$ cat src/rtl/lr_pkg.sv
// ----------------------------------------------------------------------------
// lr_pkg: shared types and constants of the line rasterizer
// Field widths, register indexes, reset values and the status word that the
// line stepper hands to the top level.
// ----------------------------------------------------------------------------
`default_nettype none

package lr_pkg;

   localparam int COLOR_W       = 24;
   localparam int CHAN_W        = 8;
   localparam int ROW_WIDTH_W   = 13;
   localparam int FRAME_BYTES_W = 26;
   localparam int ADDR_W        = 26;
   localparam int CSR_INDEX_W   = 1;
   localparam int CSR_DATA_W    = 26;

   localparam logic [CSR_INDEX_W-1:0] CSR_ROW_WIDTH   = 1'b0;
   localparam logic [CSR_INDEX_W-1:0] CSR_FRAME_BYTES = 1'b1;

   localparam logic [ROW_WIDTH_W-1:0]   ROW_WIDTH_RESET   = 13'd1024;
   localparam logic [FRAME_BYTES_W-1:0] FRAME_BYTES_RESET = 26'd2359296;

   localparam logic MODE_LOAD = 1'b0;
   localparam logic MODE_STEP = 1'b1;

   typedef struct packed {
      logic active;
      logic last;
   } lr_status_type;

endpackage

`default_nettype wire

$ cat src/rtl/lr_channels.sv
// ----------------------------------------------------------------------------
// lr_channels: request and response channels of the line rasterizer
// Valid/ready channels; a word moves on a clock edge with valid and ready high.
// ----------------------------------------------------------------------------
`default_nettype none

interface lr_req_if #(parameter int COORD_BITS = 12);
   logic                         valid;
   logic                         ready;
   logic                         mode;
   logic signed [COORD_BITS-1:0] start_x;
   logic signed [COORD_BITS-1:0] start_y;
   logic signed [COORD_BITS-1:0] end_x;
   logic signed [COORD_BITS-1:0] end_y;
   logic [lr_pkg::COLOR_W-1:0]   line_color;

   modport source (output valid, mode, start_x, start_y, end_x, end_y, line_color,
                   input ready);
   modport sink   (input valid, mode, start_x, start_y, end_x, end_y, line_color,
                   output ready);
endinterface

interface lr_rsp_if;
   logic                       valid;
   logic                       ready;
   logic [lr_pkg::ADDR_W-1:0]  byte_address;
   logic [lr_pkg::CHAN_W-1:0]  red;
   logic [lr_pkg::CHAN_W-1:0]  green;
   logic [lr_pkg::CHAN_W-1:0]  blue;
   logic                       write_enable;
   logic                       last_pixel;

   modport source (output valid, byte_address, red, green, blue, write_enable,
                   last_pixel, input ready);
   modport sink   (input valid, byte_address, red, green, blue, write_enable,
                   last_pixel, output ready);
endinterface

`default_nettype wire

$ cat src/rtl/line_rasterizer.sv
// ----------------------------------------------------------------------------
// line_rasterizer: Bresenham line rasterizer for a 24-bit RGB framebuffer
// Loads lines and emits one framebuffer pixel write per step request on an active line.
// ----------------------------------------------------------------------------
// The block takes one request word per clock cycle while ready. A step on an
// active line yields its pixel word in the response register the next cycle.
// A load word sets up the line and yields nothing; a step while no line is
// active is taken and dropped. The request side is ready whenever the
// response register is empty or being drained in the same cycle, so with a
// ready sink the sustained rate is one pixel per cycle. The cycle is set by
// the address path: a COORD_BITS by 13-bit multiply, an add, a times-three
// add and the compare against the frame size. Configuration writes take
// effect on the next cycle and are meant to happen while the block is idle.
`default_nettype none

module line_rasterizer #(
   parameter int COORD_BITS = 12
) (
   input  logic                           clock,
   input  logic                           reset,
   lr_req_if.sink                         req_ch,
   lr_rsp_if.source                       rsp_ch,
   input  logic                           csr_we,
   input  logic [lr_pkg::CSR_INDEX_W-1:0] csr_index,
   input  logic [lr_pkg::CSR_DATA_W-1:0]  csr_wdata
);
   import lr_pkg::*;

   logic [ROW_WIDTH_W-1:0]   row_width;
   logic [FRAME_BYTES_W-1:0] frame_bytes;
   logic signed [COORD_BITS-1:0] cur_x, cur_y;
   logic [COLOR_W-1:0]       pixel_color;
   lr_status_type            status;
   logic [ADDR_W-1:0]        pix_address;
   logic                     pix_we;

   logic req_fire, load, step, emit;

   logic                rsp_valid_ff, rsp_valid_in;
   logic [ADDR_W-1:0]   addr_ff;
   logic [COLOR_W-1:0]  color_ff;
   logic                we_ff, last_ff;

   assign req_ch.ready = !rsp_valid_ff || rsp_ch.ready;
   assign req_fire     = req_ch.valid && req_ch.ready;
   assign load         = req_fire && (req_ch.mode == MODE_LOAD);
   assign step         = req_fire && (req_ch.mode == MODE_STEP);
   assign emit         = step && status.active;

   lr_csr u_csr (
      .clock       (clock),
      .reset       (reset),
      .csr_we      (csr_we),
      .csr_index   (csr_index),
      .csr_wdata   (csr_wdata),
      .row_width   (row_width),
      .frame_bytes (frame_bytes)
   );

   lr_core #(.COORD_BITS(COORD_BITS)) u_core (
      .clock       (clock),
      .reset       (reset),
      .load        (load),
      .step        (step),
      .start_x     (req_ch.start_x),
      .start_y     (req_ch.start_y),
      .end_x       (req_ch.end_x),
      .end_y       (req_ch.end_y),
      .line_color  (req_ch.line_color),
      .cur_x       (cur_x),
      .cur_y       (cur_y),
      .pixel_color (pixel_color),
      .status      (status)
   );

   lr_addr #(.COORD_BITS(COORD_BITS)) u_addr (
      .cur_x        (cur_x),
      .cur_y        (cur_y),
      .row_width    (row_width),
      .frame_bytes  (frame_bytes),
      .byte_address (pix_address),
      .write_enable (pix_we)
   );

   always_comb begin
      rsp_valid_in = rsp_valid_ff;
      if (emit) begin
         rsp_valid_in = 1'b1;
      end else if (rsp_ch.ready) begin
         rsp_valid_in = 1'b0;
      end
   end

   always_ff @(posedge clock) begin
      if (reset) begin
         rsp_valid_ff <= 1'b0;
      end else begin
         rsp_valid_ff <= rsp_valid_in;
      end
   end

   always_ff @(posedge clock) begin
      if (emit) begin
         addr_ff  <= pix_address;
         color_ff <= pixel_color;
         we_ff    <= pix_we;
         last_ff  <= status.last;
      end
   end

   assign rsp_ch.valid        = rsp_valid_ff;
   assign rsp_ch.byte_address = addr_ff;
   assign rsp_ch.red          = color_ff[3*CHAN_W-1:2*CHAN_W];
   assign rsp_ch.green        = color_ff[2*CHAN_W-1:CHAN_W];
   assign rsp_ch.blue         = color_ff[CHAN_W-1:0];
   assign rsp_ch.write_enable = we_ff;
   assign rsp_ch.last_pixel   = last_ff;

   // A suppressed write never carries an address.
   a_no_addr_when_masked: assert property (@(posedge clock) disable iff (reset)
      rsp_valid_ff && !we_ff |-> addr_ff == '0)
      else $error("masked pixel carries a nonzero address");

   // A load always leaves an active line behind it.
   a_load_activates: assert property (@(posedge clock) disable iff (reset)
      load |=> status.active)
      else $error("line not active after load");

   // Emitting the end pixel retires the line.
   a_last_retires: assert property (@(posedge clock) disable iff (reset)
      emit && status.last |=> !status.active)
      else $error("line still active after its end pixel");

   // An emitted pixel shows up in the response register on the next cycle.
   a_emit_shows: assert property (@(posedge clock) disable iff (reset)
      emit |=> rsp_valid_ff)
      else $error("emitted pixel missing from response register");

   // With an empty response register the request side never stalls.
   a_ready_when_empty: assert property (@(posedge clock) disable iff (reset)
      !rsp_valid_ff |-> req_ch.ready)
      else $error("request stalled with empty response register");

endmodule

`default_nettype wire

$ cat src/rtl/lr_csr.sv
// ----------------------------------------------------------------------------
// lr_csr: configuration registers
// Holds the framebuffer row width and the framebuffer size in bytes.
// ----------------------------------------------------------------------------
`default_nettype none

module lr_csr (
   input  logic                             clock,
   input  logic                             reset,
   input  logic                             csr_we,
   input  logic [lr_pkg::CSR_INDEX_W-1:0]   csr_index,
   input  logic [lr_pkg::CSR_DATA_W-1:0]    csr_wdata,
   output logic [lr_pkg::ROW_WIDTH_W-1:0]   row_width,
   output logic [lr_pkg::FRAME_BYTES_W-1:0] frame_bytes
);
   import lr_pkg::*;

   logic [ROW_WIDTH_W-1:0]   row_width_ff, row_width_in;
   logic [FRAME_BYTES_W-1:0] frame_bytes_ff, frame_bytes_in;

   always_comb begin
      row_width_in   = row_width_ff;
      frame_bytes_in = frame_bytes_ff;
      if (csr_we) begin
         unique case (csr_index)
            CSR_ROW_WIDTH:   row_width_in   = csr_wdata[ROW_WIDTH_W-1:0];
            CSR_FRAME_BYTES: frame_bytes_in = csr_wdata[FRAME_BYTES_W-1:0];
            default: ;
         endcase
      end
   end

   always_ff @(posedge clock) begin
      if (reset) begin
         row_width_ff   <= ROW_WIDTH_RESET;
         frame_bytes_ff <= FRAME_BYTES_RESET;
      end else begin
         row_width_ff   <= row_width_in;
         frame_bytes_ff <= frame_bytes_in;
      end
   end

   assign row_width   = row_width_ff;
   assign frame_bytes = frame_bytes_ff;

endmodule

`default_nettype wire

$ cat src/rtl/lr_core.sv
// ----------------------------------------------------------------------------
// lr_core: Bresenham line stepper
// Holds the current point, the end point, the spans, the step directions and
// the error term, and advances one pixel per step until it reaches the end point.
// ----------------------------------------------------------------------------
`default_nettype none

module lr_core #(
   parameter int COORD_BITS = 12
) (
   input  logic                         clock,
   input  logic                         reset,
   input  logic                         load,
   input  logic                         step,
   input  logic signed [COORD_BITS-1:0] start_x,
   input  logic signed [COORD_BITS-1:0] start_y,
   input  logic signed [COORD_BITS-1:0] end_x,
   input  logic signed [COORD_BITS-1:0] end_y,
   input  logic [lr_pkg::COLOR_W-1:0]   line_color,
   output logic signed [COORD_BITS-1:0] cur_x,
   output logic signed [COORD_BITS-1:0] cur_y,
   output logic [lr_pkg::COLOR_W-1:0]   pixel_color,
   output lr_pkg::lr_status_type        status
);
   import lr_pkg::*;

   localparam int C = COORD_BITS;

   logic signed [C-1:0] cur_x_ff, cur_x_in, cur_y_ff, cur_y_in;
   logic signed [C-1:0] target_x_ff, target_x_in, target_y_ff, target_y_in;
   logic signed [C:0]   delta_x_ff, delta_x_in, neg_delta_y_ff, neg_delta_y_in;
   logic                step_x_neg_ff, step_x_neg_in, step_y_neg_ff, step_y_neg_in;
   logic signed [C+2:0] error_ff, error_in;
   logic [COLOR_W-1:0]  color_ff, color_in;
   logic                active_ff, active_in;

   logic signed [C:0]   diff_x, diff_y, abs_dx, neg_abs_dy;
   logic signed [C+3:0] e2, dx_wide, ndy_wide, err_wide, err_sum;
   logic                move_x, move_y, at_end;

   // Setup on load.
   assign diff_x     = {end_x[C-1], end_x} - {start_x[C-1], start_x};
   assign diff_y     = {end_y[C-1], end_y} - {start_y[C-1], start_y};
   assign abs_dx     = diff_x[C] ? -diff_x : diff_x;
   assign neg_abs_dy = diff_y[C] ? diff_y : -diff_y;

   // One Bresenham step; both axes may move in the same step.
   assign at_end   = (cur_x_ff == target_x_ff) && (cur_y_ff == target_y_ff);
   assign err_wide = {error_ff[C+2], error_ff};
   assign e2       = {error_ff, 1'b0};
   assign dx_wide  = {{3{delta_x_ff[C]}}, delta_x_ff};
   assign ndy_wide = {{3{neg_delta_y_ff[C]}}, neg_delta_y_ff};
   assign move_x   = (e2 >= ndy_wide);
   assign move_y   = (e2 <= dx_wide);
   assign err_sum  = err_wide + (move_x ? ndy_wide : '0) + (move_y ? dx_wide : '0);

   always_comb begin
      cur_x_in       = cur_x_ff;
      cur_y_in       = cur_y_ff;
      target_x_in    = target_x_ff;
      target_y_in    = target_y_ff;
      delta_x_in     = delta_x_ff;
      neg_delta_y_in = neg_delta_y_ff;
      step_x_neg_in  = step_x_neg_ff;
      step_y_neg_in  = step_y_neg_ff;
      error_in       = error_ff;
      color_in       = color_ff;
      active_in      = active_ff;
      if (load) begin
         cur_x_in       = start_x;
         cur_y_in       = start_y;
         target_x_in    = end_x;
         target_y_in    = end_y;
         delta_x_in     = abs_dx;
         neg_delta_y_in = neg_abs_dy;
         step_x_neg_in  = !(start_x < end_x);
         step_y_neg_in  = !(start_y < end_y);
         error_in       = {{2{abs_dx[C]}}, abs_dx} + {{2{neg_abs_dy[C]}}, neg_abs_dy};
         color_in       = line_color;
         active_in      = 1'b1;
      end else if (step && active_ff) begin
         if (at_end) begin
            active_in = 1'b0;
         end else begin
            error_in = err_sum[C+2:0];
            if (move_x) begin
               cur_x_in = cur_x_ff + (step_x_neg_ff ? {C{1'b1}} : {{(C-1){1'b0}}, 1'b1});
            end
            if (move_y) begin
               cur_y_in = cur_y_ff + (step_y_neg_ff ? {C{1'b1}} : {{(C-1){1'b0}}, 1'b1});
            end
         end
      end
   end

   always_ff @(posedge clock) begin
      if (reset) begin
         active_ff <= 1'b0;
      end else begin
         active_ff <= active_in;
      end
   end

   always_ff @(posedge clock) begin
      cur_x_ff       <= cur_x_in;
      cur_y_ff       <= cur_y_in;
      target_x_ff    <= target_x_in;
      target_y_ff    <= target_y_in;
      delta_x_ff     <= delta_x_in;
      neg_delta_y_ff <= neg_delta_y_in;
      step_x_neg_ff  <= step_x_neg_in;
      step_y_neg_ff  <= step_y_neg_in;
      error_ff       <= error_in;
      color_ff       <= color_in;
   end

   assign cur_x         = cur_x_ff;
   assign cur_y         = cur_y_ff;
   assign pixel_color   = color_ff;
   assign status.active = active_ff;
   assign status.last   = at_end;

endmodule

`default_nettype wire

$ cat src/rtl/lr_addr.sv
// ----------------------------------------------------------------------------
// lr_addr: framebuffer address and bounds check
// Forms (y*row_width + x)*3 without wrap and checks it against the frame size.
// ----------------------------------------------------------------------------
`default_nettype none

module lr_addr #(
   parameter int COORD_BITS = 12
) (
   input  logic signed [COORD_BITS-1:0]     cur_x,
   input  logic signed [COORD_BITS-1:0]     cur_y,
   input  logic [lr_pkg::ROW_WIDTH_W-1:0]   row_width,
   input  logic [lr_pkg::FRAME_BYTES_W-1:0] frame_bytes,
   output logic [lr_pkg::ADDR_W-1:0]        byte_address,
   output logic                             write_enable
);
   import lr_pkg::*;

   localparam int C    = COORD_BITS;
   localparam int PW   = C + ROW_WIDTH_W + 1;
   localparam int AW   = (C + ROW_WIDTH_W + 4 > FRAME_BYTES_W + 1) ?
                         C + ROW_WIDTH_W + 4 : FRAME_BYTES_W + 1;

   logic signed [PW-1:0] prod;
   logic signed [AW-1:0] pix_index, addr3;
   logic [AW-2:0]        limit;
   logic                 in_frame;

   assign prod      = cur_y * $signed({1'b0, row_width});
   assign pix_index = {{(AW-PW){prod[PW-1]}}, prod} + {{(AW-C){cur_x[C-1]}}, cur_x};
   assign addr3     = pix_index + {pix_index[AW-2:0], 1'b0};
   assign limit     = (AW-1)'(frame_bytes);
   assign in_frame  = !addr3[AW-1] && (addr3[AW-2:0] < limit);

   assign write_enable = in_frame;
   assign byte_address = in_frame ? addr3[ADDR_W-1:0] : '0;

endmodule

`default_nettype wire
$ cat src/flat_wrapper.sv
// flat-port wrapper written by rule: the top's interface ports become plain ports
module line_rasterizer_flat import lr_pkg::*;
#(
   parameter int COORD_BITS = 12
)
  (clock, reset, csr_we, csr_index, csr_wdata, req_ch_valid, req_ch_mode, req_ch_start_x, req_ch_start_y, req_ch_end_x, req_ch_end_y, req_ch_line_color, req_ch_ready, rsp_ch_valid, rsp_ch_byte_address, rsp_ch_red, rsp_ch_green, rsp_ch_blue, rsp_ch_write_enable, rsp_ch_last_pixel, rsp_ch_ready);
  lr_req_if #(.COORD_BITS(COORD_BITS)) req_ch_i ();
  lr_rsp_if rsp_ch_i ();
  input  logic clock;
  input  logic reset;
  input  logic csr_we;
  input  logic [lr_pkg::CSR_INDEX_W-1:0] csr_index;
  input  logic [lr_pkg::CSR_DATA_W-1:0] csr_wdata;
  input wire logic [$bits(req_ch_i.valid)-1:0] req_ch_valid;
  input wire logic [$bits(req_ch_i.mode)-1:0] req_ch_mode;
  input wire logic [$bits(req_ch_i.start_x)-1:0] req_ch_start_x;
  input wire logic [$bits(req_ch_i.start_y)-1:0] req_ch_start_y;
  input wire logic [$bits(req_ch_i.end_x)-1:0] req_ch_end_x;
  input wire logic [$bits(req_ch_i.end_y)-1:0] req_ch_end_y;
  input wire logic [$bits(req_ch_i.line_color)-1:0] req_ch_line_color;
  output wire logic [$bits(req_ch_i.ready)-1:0] req_ch_ready;
  output wire logic [$bits(rsp_ch_i.valid)-1:0] rsp_ch_valid;
  output wire logic [$bits(rsp_ch_i.byte_address)-1:0] rsp_ch_byte_address;
  output wire logic [$bits(rsp_ch_i.red)-1:0] rsp_ch_red;
  output wire logic [$bits(rsp_ch_i.green)-1:0] rsp_ch_green;
  output wire logic [$bits(rsp_ch_i.blue)-1:0] rsp_ch_blue;
  output wire logic [$bits(rsp_ch_i.write_enable)-1:0] rsp_ch_write_enable;
  output wire logic [$bits(rsp_ch_i.last_pixel)-1:0] rsp_ch_last_pixel;
  input wire logic [$bits(rsp_ch_i.ready)-1:0] rsp_ch_ready;
  assign req_ch_i.valid = req_ch_valid;
  assign req_ch_i.mode = req_ch_mode;
  assign req_ch_i.start_x = req_ch_start_x;
  assign req_ch_i.start_y = req_ch_start_y;
  assign req_ch_i.end_x = req_ch_end_x;
  assign req_ch_i.end_y = req_ch_end_y;
  assign req_ch_i.line_color = req_ch_line_color;
  assign req_ch_ready = req_ch_i.ready;
  assign rsp_ch_valid = rsp_ch_i.valid;
  assign rsp_ch_byte_address = rsp_ch_i.byte_address;
  assign rsp_ch_red = rsp_ch_i.red;
  assign rsp_ch_green = rsp_ch_i.green;
  assign rsp_ch_blue = rsp_ch_i.blue;
  assign rsp_ch_write_enable = rsp_ch_i.write_enable;
  assign rsp_ch_last_pixel = rsp_ch_i.last_pixel;
  assign rsp_ch_i.ready = rsp_ch_ready;
  line_rasterizer #(.COORD_BITS(COORD_BITS)) u_core (.clock(clock), .reset(reset), .req_ch(req_ch_i), .rsp_ch(rsp_ch_i), .csr_we(csr_we), .csr_index(csr_index), .csr_wdata(csr_wdata));
endmodule
$ cat config.mk
export PLATFORM = sky130hd
export DESIGN_NAME = line_rasterizer_flat
export DESIGN_NICKNAME = d
export VERILOG_FILES = /design/src/rtl/lr_pkg.sv /design/src/rtl/lr_channels.sv /design/src/rtl/line_rasterizer.sv /design/src/rtl/lr_csr.sv /design/src/rtl/lr_core.sv /design/src/rtl/lr_addr.sv /design/src/flat_wrapper.sv
export SDC_FILE = /design/constraint.sdc
export NUM_CORES = 1
export LEC_CHECK = 0
export BUFFER_PORTS_ARGS = -buffer_cell sky130_fd_sc_hd__buf_2
export CAP_MARGIN = 25
export CORE_ASPECT_RATIO = 2
export CORE_MARGIN = 2
export CORE_UTILIZATION = 40
export DETAILED_ROUTE_END_ITERATION = 10
export PLACE_DENSITY_LB_ADDON = 0.15
export SETUP_SLACK_MARGIN = 0.3
export SLEW_MARGIN = 20
export SYNTH_ARGS = -nofsm -noshare
export SYNTH_HDL_FRONTEND = slang
export SYNTH_SLANG_ARGS = --single-unit
$ cat constraint.sdc
create_clock -name clock -period 10.15 [get_ports clock]
set_clock_uncertainty 0.1 [all_clocks]
set_input_delay 0.5075 -clock clock [delete_from_list [all_inputs] [get_ports clock]]
set_output_delay 0.5075 -clock clock [all_outputs]
set_load 0.005 [all_outputs]
# --- After elaboration in Yosys (flattened, before gate mapping) ---
# Index checks and enable logic that the tools add are counted.
op_classes:
  bitwise_logic: 2
  order_cmp: 5
  reduce_logical: 22
  n_addsub: 11
  mux: 22
  eq_ne: 3
  mul: 1
op_table:
  columns: ["cell", "n"]
  rows:
  - ["$mux 12", 10]
  - ["$mux 15", 5]
  - ["$add 15x15->15", 2]
  - ["$add 27x28->29", 1]
  - ["$lt 28x26->1", 1]
  - ["$add 26x12->27", 1]
  - ["$mul 12x14->26", 1]
  - ["$mux 13", 2]
  - ["$neg 13->13", 2]
  - ["$sub 12x12->13", 2]
  - ["$add 12x12->12", 2]
  - ["$eq 12x12->1", 2]
  - ["$lt 12x12->1", 2]
  - ["$ge 16x13->1", 1]
  - ["$le 16x13->1", 1]
  - ["$add 13x13->14", 1]
  - ["$reduce_bool 2->1", 5]
  - ["$reduce_and 2->1", 4]
  - ["$logic_and 1x1->1", 6]
  - ["$reduce_and 3->1", 2]
  - ["$mux 1", 5]
  - ["$logic_not 1->1", 4]
  - ["$ne 2x2->1 const B", 1]
  - ["$not 1->1", 2]
  - ["$logic_or 1x1->1", 1]
word_totals:
  word_cells: 84
  in_bits: 105
  register_bits: 208
  out_inout_bits: 54

# --- Logic depth before layout (Yosys ltp) ---
logic_depth:
  word_depth: 7
  depth_mapped: 40
  ltp_nobuf: 38

# --- By module ---
# Synthesis repeated with hierarchy kept, for this count alone.
hier_totals:
  cells_unflattened: 2118
  hier_area_um2: 20653.6
by_module_without_submodules:
  columns: ["mod", "area_per_inst_um2", "instances", "cells_each"]
  rows:
  - ["lr_core", 9059.9, 1, 906]
  - ["lr_addr", 8305.5, 1, 993]
  - ["lr_csr", 1654.1, 1, 160]
  - ["line_rasterizer", 1634.1, 1, 59]

# --- Worst setup path before layout ---
# OpenSTA, ideal clock, no wires.
synth_path:
  path_kind: "flip-flop to flip-flop"
  startpoint: "register u_core.u_core.cur_y_ff[11], in the netlist u_core.u_core.cur_y[11]"
  endpoint: "register u_core.addr_ff[12], in the netlist u_core.rsp_ch.byte_address[12], data pin"
  stages_incl_launch_ff: 37
  period_less_slack_ns: 9.294
  slack_ns: 0.856
  required_ns: 9.919
  arrival_ns: 9.063
  path_cell_list: "edfxtp_1 > clkbuf_1 > clkbuf_1 > nand2b_1 > fa_1 > fa_1 > inv_1 > fa_1 > fa_1 > fa_1 > fa_1 > ha_1 > nor3b_1 > a211oi_1 > o21a_1 > o21ai_0 > nand2b_1 > a21oi_1 > xnor2_1 > ha_1 > a21oi_1 > o211ai_1 > a221oi_2 > o21bai_1 > a21oi_1 > xnor2_1 > ha_1 > a21o_1 > a21o_1 > a21o_1 > a21oi_1 > o311ai_0 > a31o_2 > or4b_4 > clkinv_2 > buf_4 > and2_1"
synth_via:
  elab_chain_cells: 5
  elab_cells_between_ends: 6
synth_lines:
  columns: ["element", "line_no", "source"]
  rows:
  - ["start: declaration", "lr_core.sv:29", "logic signed [C-1:0] cur_x_ff, cur_x_in, cur_y_ff, cur_y_in;"]
  - ["start signal: assignment", "lr_core.sv:106", "cur_y_ff <= cur_y_in;"]
  - ["$mul 12x14->26", "lr_addr.sv:29", "assign prod = cur_y * $signed({1'b0, row_width});"]
  - ["$add 26x12->27", "lr_addr.sv:30", "assign pix_index = {{(AW-PW){prod[PW-1]}}, prod} + {{(AW-C){cur_x[C-1]}}, cur_x};"]
  - ["$add 27x28->29", "lr_addr.sv:31", "assign addr3 = pix_index + {pix_index[AW-2:0], 1'b0};"]
  - ["named net u_core.u_addr.addr3[20]", "lr_addr.sv:25", "logic signed [AW-1:0] pix_index, addr3;"]
  - ["$lt 28x26->1", "lr_addr.sv:33", "assign in_frame = !addr3[AW-1] && (addr3[AW-2:0] < limit);"]
  - ["$logic_and 1x1->1", "lr_addr.sv:33", null]
  - ["end signal: assignment", "line_rasterizer.sv:104", "addr_ff <= pix_address;"]
  - ["end: declaration", "line_rasterizer.sv:40", "logic [ADDR_W-1:0] addr_ff;"]
# The timed path passes the listed nets, and every way through them passes these cells.
# A chain may end at the register's enable or synchronous reset.

# --- Worst setup path in the final report ---
layout_path:
  startpoint: "register u_core.u_csr.row_width_ff[9], in the netlist u_core.u_csr.row_width[9]"
  endpoint: "register u_core.addr_ff[12], in the netlist u_core.rsp_ch.byte_address[12], data pin"
layout_via:
  elab_chain_cells: 5
  elab_cells_between_ends: 6
layout_lines:
  columns: ["element", "line_no", "source"]
  rows:
  - ["start: declaration", "lr_csr.sv:18", "logic [ROW_WIDTH_W-1:0] row_width_ff, row_width_in;"]
  - ["start signal: assignment", "lr_csr.sv:38", "row_width_ff <= row_width_in;"]
  - ["$mul 12x14->26", "lr_addr.sv:29", null]
  - ["$add 26x12->27", "lr_addr.sv:30", null]
  - ["$add 27x28->29", "lr_addr.sv:31", null]
  - ["named net u_core.u_addr.addr3[21]", "lr_addr.sv:25", null]
  - ["$lt 28x26->1", "lr_addr.sv:33", null]
  - ["$logic_and 1x1->1", "lr_addr.sv:33", null]
# The timed path passes the listed nets, and every way through them passes these cells.

==> results.txt <==
- Clock Root Buffer: clkbuf_16
* Distinct cell type count of the synthesized netlist: 68
- Hold-critical path depth: 1
- From left edge to right edge, the die measures 163.6 um.
- In this run, CTS created clock tree buffers numbering 22.
- Number of instances in the synthesized netlist: 2165
- Number of antenna violations at the first check in global routing: 1
- Number of warnings reported in the yosys synthesis log: 0
- For this run, global-route usage on met3 was measured as 2.013%.
- Met2 routing resource usage after global routing: 49.00%
- Area enclosed by the die boundary: 52860 um^2
- At the pin with the least slew margin, the transition time is 0.9334 ns.
* Syn_nets: approximately 2700
- Most used cell, CP: fa_1
* Cell with the largest stage delay on the worst path: or4b_4
- Summed over all nets, the half-perimeter wirelength after detailed placement is 52400 um.
* FFs w/ async S/R, synth: 0%
* Cell row count: 117
- The initial utilization of the core area, before any placement, comes to 40.22%.
- Once detail routing completed, the nets flagged for antenna violations numbered 0.
- The flow ran to the end, and the final reports show no timing, DRC or antenna violations.
- Die boundary height: 323.2 um
* DRC violation total after the first TritonRoute iteration: about 760
* Critical Path End Type: flip-flop
* Total of endpoints with negative setup slack in the final report: 0
* Critical Path Source Type: flip-flop
* Startpoint of the tightest hold check path: req_ch_line_color[9]
* Area growth from synthesis to final layout: 12.55%
* Count of input and output buffers: about 160
* All-Layer GR Usage: 23.46%
* Routability cong.: between 0.8 and 0.9
- Met1 track demand over resource: 20.30%
* Final-report max-slew violation count: 0
- Data on the critical path arrives at its endpoint at 9.77 ns.
- Maximum fanout along the worst path: 25
- Leaving out fill and tap cells, the most frequent cell in the layout is inv_1.
- The later pin in the worst-skew pair is clocked with a latency of 0.56 ns.
- R2r endpoint: u_core.rsp_ch.byte_address[12]
- The min-delay analysis places its worst path in the category input port to flip-flop.
- CTS tree: done
- The pre-antenna-repair detailed-routing pass consisted of 5 iterations.
* Max_cap viols: 0
* Final cycle utilization of the critical path: just over 90%
- In this run, synthesis produced a sequential element count of 208.
- Based on the critical path, the design can be clocked at up to 105.9 MHz.
- Maximum number of pins on one net before global-route repair: 66
- met2 is the most crowded layer.
- Via count: 15960
* Clk buf depth: 3
* Worst Path Required: 10.48 ns
* Final-stage net count: 2845
- Worst path max stage delay: 0.57 ns
- WL/cell: 20.48 um
- In this run the number of H-tree levels came out at 1.
- Total core area: 50650 um^2
* Count of pins on the block boundary: between 150 and 200
- Final Core Density: 45.27%
- The clock drives between 200 and 250 sinks.
* Endpoints failing hold: 0
- The share of the Yosys chip area taken by registers is 28.64%.
- The worst pin sits at a relative slew slack of 37.62%.
* Register-to-register setup slack: between 0.7 and 0.8 ns
- After detailed routing, the number of vias per cell comes to 5.305.
- Summed instance area of the synthesized netlist: a little over 20000 um^2
- Yosys mapped a number of flops with a built-in enable equal to 167.
- The setup path with the least slack is of type flip-flop to flip-flop.
- Fill count: 5070
* Reg2Reg Launch Point: u_core.u_csr.row_width[9]
* Unrepaired setup endpoints after global routing: false
- Per-instance average area after synthesis: 9.410 um^2
- Predominant post-synthesis flop cell: edfxtp_1
- In the routed design, unresolved DRC markers number 0.
* Sum of overflow across all layers after global routing: 0
* Final worst path period need: 9.445 ns
- The number of global-route vias before repair came to 17040.
- Wire length of the first global-routing pass: around 93000 um
* Worst reg2reg path depth: 35
* Wirelength, routed: 61630 um
- In the layout the commonest cells are 312 x inv_1, 248 x nand2_1, 245 x ha_1.
- Cells with a size suffix above 1 make up 11.77% of the layout.
* Clock slew seen by the registers of the worst setup and hold paths: 0.07 ns
- Sink of the worst hold path: u_core.u_core.pixel_color[9]
## flip-flops by register name, summed over array words and instances (netlist names)
signal                        cells
u_core.color_ff                  24
u_core.rsp_ch.byte_address       26
u_core.rsp_ch.last_pixel          1
u_core.rsp_ch.valid               1
u_core.rsp_ch.write_enable        1
u_core.u_core.active_ff           1
u_core.u_core.cur_x              12
u_core.u_core.cur_y              12
u_core.u_core.delta_x_ff         13
u_core.u_core.error_ff           15
u_core.u_core.neg_delta_y_ff     13
u_core.u_core.pixel_color        24
u_core.u_core.step_x_neg_ff       1
u_core.u_core.step_y_neg_ff       1
u_core.u_core.target_x_ff        12
u_core.u_core.target_y_ff        12
u_core.u_csr.frame_bytes         26
u_core.u_csr.row_width           13
## cell usage after synthesis, types with 5 or more instances
cell type    n  share of area [%]
nand4_1     19               0.58
a21o_1      51                1.9
a31oi_1     10               0.31
o21a_1      32                1.2
dfxtp_1     41                4.0
or3_1       15               0.46
o21ai_0     62                1.5
o31ai_1     11               0.41
clkbuf_1    52               0.96
and2_1     102                3.1
o21bai_1    14               0.52
nand2b_1    18               0.55
or2_2        7               0.21
nand2_1    249                4.6
inv_1      314                5.8
and3_1       9               0.28
nand3b_1     6               0.22
nand3_1     28               0.69
a2111oi_0    5               0.21
o211ai_1    16               0.59
nor3_1      36               0.88
nor4_1       9               0.28
a21oi_1    149                3.7
fa_1       155                 15
a31o_2       5               0.21
edfxtp_1   167                 25
xor2_1      41                1.8
a211oi_1    13               0.48
nor2_1      91                1.7
nor2b_1     31               0.95
nor3b_1      5               0.18
ha_1       248                 15
xnor2_1     92                4.0
## kinds of logic after synthesis
kind of cell	Yosys count	synth area share (%)
buf+inv	370	6.878
flops	208	28.64
fa+ha+maj	403	30.46
compound gates	414	13.04
mux	3	0.1474
xor+xnor	133	5.718
simple gates	634	15.11
## area by class of cell
cell class	count	area, um^2	area share [%]
sequential	208	5838	25.46
clock inverter	16	121.4	0.5293
antenna	2	5.005	0.02183
multi-input combinational	1587	13260	57.81
tap	654	818.3	3.569
inverter	315	1197	5.222
timing repair buffer	203	1136	4.955
clock buffer	24	558.0	2.434
## per-layer routing
metal | vias to the layer above | wire length [um]
met5 | - | 0
met1 | 7766 | 19560
met2 | 371 | 35970
li1 | 7678 | -
met3 | 147 | 1558
met4 | 0 | 4543
## metrics by stage
step           TNS, ns  setup slack (ns)  hold slack, ns  cells  instance area (um^2)
5_1_grt              0            0.2874        0.005976   3008                 22930
2_1_floorplan        0            0.8556          0.3003   2165                 20370
3_3_place_gp         0            0.1785          0.3007   2956                 22020
4_1_cts              0            0.3486       0.0004234   3005                 22800
3_5_place_dp   -0.8385          -0.05589          0.3045   2957                 22030
6_report             0            0.7050         0.02518   3009                 22930
## worst max-delay path by stage
stage,startpoint,end,depth (start not counted)
2_1_floorplan,u_core.u_core.cur_y[11],u_core.rsp_ch.byte_address[12],36
3_3_place_gp,u_core.u_core.cur_y[2],u_core.rsp_ch.byte_address[13],36
3_5_place_dp,u_core.u_core.cur_y[2],u_core.rsp_ch.byte_address[2],36
4_1_cts,u_core.u_core.cur_y[2],u_core.rsp_ch.byte_address[12],36
5_1_grt,u_core.u_core.cur_y[2],u_core.rsp_ch.byte_address[13],36
6_report,u_core.u_csr.row_width[9],u_core.rsp_ch.byte_address[12],35
## worst max-delay path, delay by kind of cell, from the launching register on
family | cells | cell delay [ns]
XOR/XNOR | 2 | 0.48
adder cells (fa/ha/maj) | 9 | 3.83
AND/OR/NAND/NOR | 9 | 1.80
buffers and inverters | 5 | 0.54
AO/OA/AOI/OAI | 10 | 2.02
flip-flops | 1 | 0.53
## repair_timing
action,in CTS,in global routing
cloned,0,0
endpoints found under the setup margin,27,27
buffers inserted,6,2
hold endpoints to repair,2,0
gates resized for setup,6,29
hold buffers,2,0
pin swaps,0,4
Power is left out: the tool's default activity adds up to more than one toggle a clock period on the data nets, which glitch-free logic cannot reach.
